File: src/hdl/cosine_dome_height_unit_assert.svh
// ----------------------------------------------------------------------------
// Assertion macros for the cosine dome height unit
// Concurrent checks are clocked on clk_i and masked while rst_ni is low.
// They compile to nothing when SYNTH is defined.
// ----------------------------------------------------------------------------
`ifndef COSINE_DOME_HEIGHT_UNIT_ASSERT_SVH
`define COSINE_DOME_HEIGHT_UNIT_ASSERT_SVH
`ifndef SYNTH
// Check cons in the same cycle as ante
`define CDH_ASSERT_NOW(lbl, ante, cons, msg) \
  lbl: assert property (@(posedge clk_i) disable iff (!rst_ni) (ante) |-> (cons)) \
    else $error(msg);
// Check cons in the cycle after ante
`define CDH_ASSERT_NEXT(lbl, ante, cons, msg) \
  lbl: assert property (@(posedge clk_i) disable iff (!rst_ni) (ante) |=> (cons)) \
    else $error(msg);
`else
`define CDH_ASSERT_NOW(lbl, ante, cons, msg)
`define CDH_ASSERT_NEXT(lbl, ante, cons, msg)
`endif
`endif

File: src/hdl/cdh_pkg.sv
`timescale 1ns / 1ps
// ----------------------------------------------------------------------------
// Cosine dome height package
// Widths, pipeline layout, register indexes and the cosine series
// coefficients shared by the dome height unit and its channels.
// ----------------------------------------------------------------------------
package cdh_pkg;

  // Coordinate and size width (Q8.8; the fixed-point scale cancels in t)
  localparam int unsigned COORD_BITS = 16;

  // Configuration port
  localparam int unsigned CFG_IDX_W  = 2;
  localparam logic [CFG_IDX_W-1:0] REG_SIZE_X = 2'd0;
  localparam logic [CFG_IDX_W-1:0] REG_SIZE_Y = 2'd1;
  localparam logic [CFG_IDX_W-1:0] REG_SIZE_Z = 2'd2;

  localparam logic [COORD_BITS-1:0] SIZE_X_RST = 16'd512;
  localparam logic [COORD_BITS-1:0] SIZE_Y_RST = 16'd512;
  localparam logic [COORD_BITS-1:0] SIZE_Z_RST = 16'd256;

  // Normalized distance t has T_FRAC fraction bits; dividend is 2|v| << T_FRAC
  localparam int unsigned T_FRAC         = 16;
  localparam int unsigned DIV_SHIFT      = T_FRAC + 1;
  localparam int unsigned DIV_W_RAW      = COORD_BITS + DIV_SHIFT;
  localparam int unsigned BITS_PER_STAGE = 3;
  localparam int unsigned DIV_STAGES     = (DIV_W_RAW + BITS_PER_STAGE - 1) / BITS_PER_STAGE;
  localparam int unsigned DIV_W          = DIV_STAGES * BITS_PER_STAGE;

  // Phase constants (T_FRAC+1 bits hold t mod 2)
  localparam logic [T_FRAC:0] PH_ONE  = {1'b1, {T_FRAC{1'b0}}};
  localparam logic [T_FRAC:0] PH_HALF = {2'b01, {(T_FRAC-1){1'b0}}};

  // Folded phase s <= 1/2, and s^2 with 30 fraction bits
  localparam int unsigned S_W  = T_FRAC;
  localparam int unsigned S2_W = 2 * S_W - 2;

  // Horner evaluation of the cosine series in Q30
  localparam int unsigned Q30      = 30;
  localparam int unsigned R_W      = 33;
  localparam int unsigned HORNER_N = 6;
  localparam logic [R_W-1:0] HORNER_SEED = 33'd2071865;
  localparam logic [R_W-1:0] HORNER_SUB [HORNER_N] = '{
    33'd27709939,
    33'd252684340,
    33'd1433727481,
    33'd4358008962,
    33'd5298703516,
    33'd1073741824
  };
  localparam logic [R_W-1:0] ONE_Q30 = 33'd1073741824;

  // Scaling by size_z/2 with round half up
  localparam int unsigned M_W    = COORD_BITS + 1;
  localparam int unsigned ZP_W   = COORD_BITS + R_W + 1;
  localparam logic [ZP_W-1:0] ROUND_HALF = ZP_W'(ONE_Q30);
  localparam logic [M_W-1:0] NEG_LIMIT = {1'b0, 1'b1, {(COORD_BITS-1){1'b0}}};
  localparam logic [M_W-1:0] POS_LIMIT = {2'b00, {(COORD_BITS-1){1'b1}}};

  // Pipeline layout: magnitude, divider, fold, square, Horner, scale, saturate
  localparam int unsigned ST_MAG   = 0;
  localparam int unsigned ST_FOLD  = DIV_STAGES + 1;
  localparam int unsigned ST_SQ    = DIV_STAGES + 2;
  localparam int unsigned ST_H0    = DIV_STAGES + 3;
  localparam int unsigned ST_M     = ST_H0 + HORNER_N;
  localparam int unsigned ST_OUT   = ST_M + 1;
  localparam int unsigned N_STAGES = ST_OUT + 1;

endpackage

File: src/hdl/cdh_div_pipe.sv
`timescale 1ns / 1ps
// ----------------------------------------------------------------------------
// Pipelined radial divider
// Computes (mag << DIV_SHIFT) / den by restoring division, BITS_PER_STAGE
// quotient bits per register stage. All stages advance together on en_i.
// ----------------------------------------------------------------------------
module cdh_div_pipe (
  input  logic                           clk_i,
  input  logic                           en_i,
  input  logic [cdh_pkg::COORD_BITS-1:0] mag_i,
  input  logic [cdh_pkg::COORD_BITS-1:0] den_i,
  output logic [cdh_pkg::DIV_W-1:0]      quo_o
);
  import cdh_pkg::*;

  logic [COORD_BITS-1:0] rem_q [DIV_STAGES];
  logic [DIV_W-1:0]      quo_q [DIV_STAGES];

  for (genvar g = 0; g < DIV_STAGES; g++) begin : g_stage
    logic [COORD_BITS-1:0] rem_in;
    logic [DIV_W-1:0]      quo_in;
    logic [COORD_BITS-1:0] rem_d;
    logic [DIV_W-1:0]      quo_d;
    logic [COORD_BITS:0]   part;

    // Seed the first stage with the shifted dividend
    if (g == 0) begin : g_first
      assign rem_in = '0;
      assign quo_in = DIV_W'({mag_i, {DIV_SHIFT{1'b0}}});
    end else begin : g_next
      assign rem_in = rem_q[g-1];
      assign quo_in = quo_q[g-1];
    end

    // Shift in BITS_PER_STAGE dividend bits one at a time, subtracting when the partial remainder allows
    always_comb begin
      rem_d = rem_in;
      quo_d = quo_in;
      part  = '0;
      for (int b = 0; b < BITS_PER_STAGE; b++) begin
        part  = {rem_d, quo_d[DIV_W-1]};
        quo_d = {quo_d[DIV_W-2:0], 1'b0};
        if (part >= {1'b0, den_i}) begin
          part     = part - {1'b0, den_i};
          quo_d[0] = 1'b1;
        end
        rem_d = part[COORD_BITS-1:0];
      end
    end

    always_ff @(posedge clk_i) begin
      if (en_i) begin
        rem_q[g] <= rem_d;
        quo_q[g] <= quo_d;
      end
    end
  end

  assign quo_o = quo_q[DIV_STAGES-1];

endmodule

File: config.mk
export PLATFORM = sky130hd
export DESIGN_NAME = cdh_div_pipe
export DESIGN_NICKNAME = d
export VERILOG_FILES = /design/src/hdl/cosine_dome_height_unit_assert.svh /design/src/hdl/cdh_pkg.sv /design/src/hdl/cdh_div_pipe.sv
export SDC_FILE = /design/constraint.sdc
export NUM_CORES = 2
export LEC_CHECK = 0
export BUFFER_PORTS_ARGS = -buffer_cell sky130_fd_sc_hd__buf_2
export CAP_MARGIN = 20
export CORE_ASPECT_RATIO = 0.7
export CORE_UTILIZATION = 30
export CTS_BUF_LIST = sky130_fd_sc_hd__clkbuf_4 sky130_fd_sc_hd__clkbuf_8 sky130_fd_sc_hd__clkbuf_16
export CTS_CLUSTER_SIZE = 25
export DETAILED_ROUTE_END_ITERATION = 8
export SLEW_MARGIN = 20
export SYNTH_ARGS = -nofsm -noshare
export SYNTH_HDL_FRONTEND = slang
export SYNTH_SLANG_ARGS = --single-unit
File: constraint.sdc
create_clock -name clk_i -period 9 [get_ports clk_i]
set_input_delay 0.45 -clock clk_i [delete_from_list [all_inputs] [get_ports clk_i]]
set_output_delay 0.45 -clock clk_i [all_outputs]
set_load 0.01 [all_outputs]
# Yosys cells after proc, flatten, opt, wreduce, memory -nomap -nowiden
# Memory sizes are Yosys's and may differ from the RTL's.
# Index checks and enable logic that the tools add are counted.
dict set report word_totals {
  out_inout_bits 33
  elab_cells 136
  mem_bits_rw 539
  mem_count 2
  input_bits 34
  ff_bits 0
}
# name depth width rd rd_clocked_by_memory_dff wr line
set mem_list {}
lappend mem_list {quo_q 11 33 11 0 11 cdh_div_pipe.sv:17} ;# logic [DIV_W-1:0] quo_q [DIV_STAGES];
lappend mem_list {rem_q 11 16 10 0 11 cdh_div_pipe.sv:16} ;# logic [COORD_BITS-1:0] rem_q [DIV_STAGES];
dict set report op_classes {
  addsub 33
  magnitude_cmp 33
  muxes 68
}
# cell n
set op_table {}
lappend op_table {{greater-or-equal comparator 17 x 16 -> 1 bit} 32}
lappend op_table {{two-way mux 16 bit} 33}
lappend op_table {{subtractor 16 bit} 32}
lappend op_table {{two-way mux 1 bit} 35}
lappend op_table {{greater-or-equal comparator 1 x 16 -> 1 bit} 1}
lappend op_table {{subtractor 1 x 16 -> 16 bit} 1}

# Longest topological paths before layout
# An unclocked memory read counts as a cell.
dict set report logic_depth {
  depth_word 7
  mapped_depth 39
  ltp_nobuf 33
}

# Worst setup path after synthesis
# Ideal clock, no wire load.
dict set report synth_path {
  kind {input to register}
  from {input port den_i[1] in the netlist's numbering}
  to {memory rem_q[4][10] (data pin)}
  setup_ns 0.260
  n_path_buf 5
  path_stages 34
  required_time_ns 8.740
  t_arrival_ns 9.051
  setup_slack_ns -0.311
  cell_sequence {inv_1 ha_1 nor2b_1 o31a_1 o21ai_1 a311o_1 a31o_2 clkbuf_1 clkbuf_1 o21ai_0 ha_1 clkbuf_1 nand3_1 a21boi_0 a2111oi_2 o31ai_1 a31oi_1 nor2b_1 nand3b_1 clkbuf_1 nor2_1 a21oi_1 ha_1 nor2b_1 o211ai_1 a21oi_1 or4_1 a41oi_1 o21ai_1 o21a_1 o21a_1 nor4_4 buf_4 mux2_2}
}
# item line
set synth_lines {}
lappend synth_lines {{start: declaration} cdh_div_pipe.sv:11} ;# input logic [cdh_pkg::COORD_BITS-1:0] den_i,
lappend synth_lines {{end: declaration} cdh_div_pipe.sv:16}

==> reports/results.ini <==
[placed_design]
io_buffers=66
dp.final_hpwl_um=91310
post-place-cells=6063
gp_congestion=0.9148
dpl-instance-area_mm2=0.04326

[cts]
clockRootBuffer=clkbuf_16
cts_buffer_depth=3
insertion_delay_ps=660
clk_pin_slew_ps=60
htreeDepth=2
clock_sinks=393
numCtsBuffers=48
tritoncts=built

[routing]
drt_wl_total_um=120100
wl_per_cell_um=19.49
first_iter_violations=2952
vias_per_cell=5.420
vias=33420
drc=0
drtAntennaViolNets=0
drt_pass1_iterations=5

[run]
cap_violations=0

[hold_path]
hold_class=in2reg

[die]
core_area_mm2=0.1317
die-area_mm2=0.1349
io_pins=67
start_util_pct=30.40
die_h_um=307.6
fp-row-count=111
die_x_um=438.6

[synth]
synthFlopType=edfxtp_1
synth.avg_cell_area_um2=9.550
synth_warnings=0
synth-edff-count=393
syn_area_mm2=0.04002
synth_nets=4749
synth_cell_types=107
ys_seq_elements=393
yosysSeqAreaShare_pct=29.49
synthesis.instances=4191
ys_async_sr_fraction_pct=0

[finish]
area_delta_synth_final_pct=12.84
final_common_cell=ha_1
stdcell_count=6165
num-nets-final=4934
fill_cells=13370
design_area_mm2=0.04516
final_cell_mix=ha_1 (503), edfxtp_1 (393), a21oi_1 (339)
drive_gt1_share_pct=14.39
diodes=0

[sta]
fin_crit_sh_pct=95.30
timing.fmax_ghz=0.1166
setup_violations=0
maxSlewViolCount=0
min_period_ps=8577
slew_headroom_pct=29.19
rsz0062_at_grt=false
finalClockSkew_ps=29.46
worst_slew_pin_slew_ps=1062
hold_ws_ps=204.6
hold_viol_final=0

[global_routing]
grt_pass1_wl_um=182200
grt_pass1_vias=30590
grt_usage_pct=17.29
antenna_found_initial=0
overflow=0
grt_start_max_net_pins=148

[setup_path]
startpoint_type=input pin
path_max_fanout=23
critPathArrivalTime_ps=8960
slowest_stage=o41ai_1
path_class=in2reg
max_stage_delay_ps=650
cp.required_ps=9380
crit_path_end_kind=flop
crit_top_cell=nor2_1

[run_status]
outcome=completed

-- flip-flops by register name (all words and copies together) (netlist names) --
register / cells
rem_q: 160
quo_q: 233
-- cells by family after synthesis --
| logic type | after synthesis | synth area share [%] |
|---|---|---|
| fa+ha+maj | 524 | 16.77 |
| buf+inv | 274 | 2.876 |
| compound gates | 1232 | 20.49 |
| flops | 393 | 29.49 |
| xor+xnor | 367 | 8.031 |
| simple gates | 1096 | 13.61 |
| mux | 305 | 8.734 |
-- final cells by class --
class	count	area, µm²	area share (%)
Tap cell	1751	2191	4.851
Sequential cell	393	11800	26.13
Clock inverter	36	504.2	1.116
Inverter	203	770.7	1.707
Clock buffer	52	1249	2.765
Timing Repair Buffer	206	1565	3.466
Multi-Input combinational cell	3524	27080	59.97
-- routing by layer --
metal | share of wire (%) | GRT usage, % | vias up
met3 | 8.1 | 3.059 | 136
met5 | 0 | 0 | -
li1 | - | - | 16330
met1 | 52 | 27.46 | 15780
met4 | 2.2 | 4.205 | 0
met2 | 38 | 23.33 | 1170
-- critical path, delay by kind of cell --
family	cells	cell delay, ps
AO/OA/AOI/OAI	10	2790
XOR/XNOR	1	200
adder cells (fa/ha/maj)	3	1130
buffers and inverters	5	1800
multiplexers	2	670
AND/OR/NAND/NOR	11	1860
-- synth_stat cells (43+ instances only) --
library cell	count	area [µm²]
a211oi_1	43	322.8
a21o_1	157	1179
a21oi_1	340	1702
edfxtp_1	393	11800
ha_1	503	6294
inv_1	199	747.0
mux2_2	221	2489
nand2_1	241	904.6
nand2b_1	45	281.5
nand3_1	85	425.4
nand4_1	60	375.4
nor2_1	291	1092
nor2b_1	76	475.5
nor3_1	94	470.5
o21a_1	77	578.1
o21ai_0	221	1106
o21bai_1	56	420.4
xnor2_1	256	2242
xor2_1	111	972.2
-- per-stage QoR --
step | setup slack [ps] | util (%) | setup TNS, ps
3_3_place_gp | -26.72 | 32.85 | -156.8
2_1_floorplan | 19.49 | - | 0
3_5_place_dp | -30.71 | 32.85 | -229.3
5_1_grt | 55.60 | 34.30 | 0
4_1_cts | 447.9 | 34.28 | 0
6_report | 422.7 | 34.30 | 0
-- path summary, 6_finish.rpt --
kind / cells past startpoint / from / endpoint / slack, ps
worst max-delay path: 32 / den_i[0] / rem_q[6][6] / 420
worst max register to register: 27 / rem_q[7][8] / rem_q[8][3] / 510
worst min register to register: 0 / quo_q[2][4] / quo_q[3][7] / 400
worst min-delay path: 3 / mag_i[13] / rem_q[0][0] / 200
-- what timing repair did --
item | 4_1_cts | 5_1_grt
setup buffers | 0 | 1
hold buffers | 13 | 0
endpoints found under the hold margin | 13 | 0
resized for setup | 0 | 1
setup endpoints to repair | 0 | 27
Power is not shown: default switching activity piles up to over one toggle a cycle in this logic, so the estimate is an artifact.
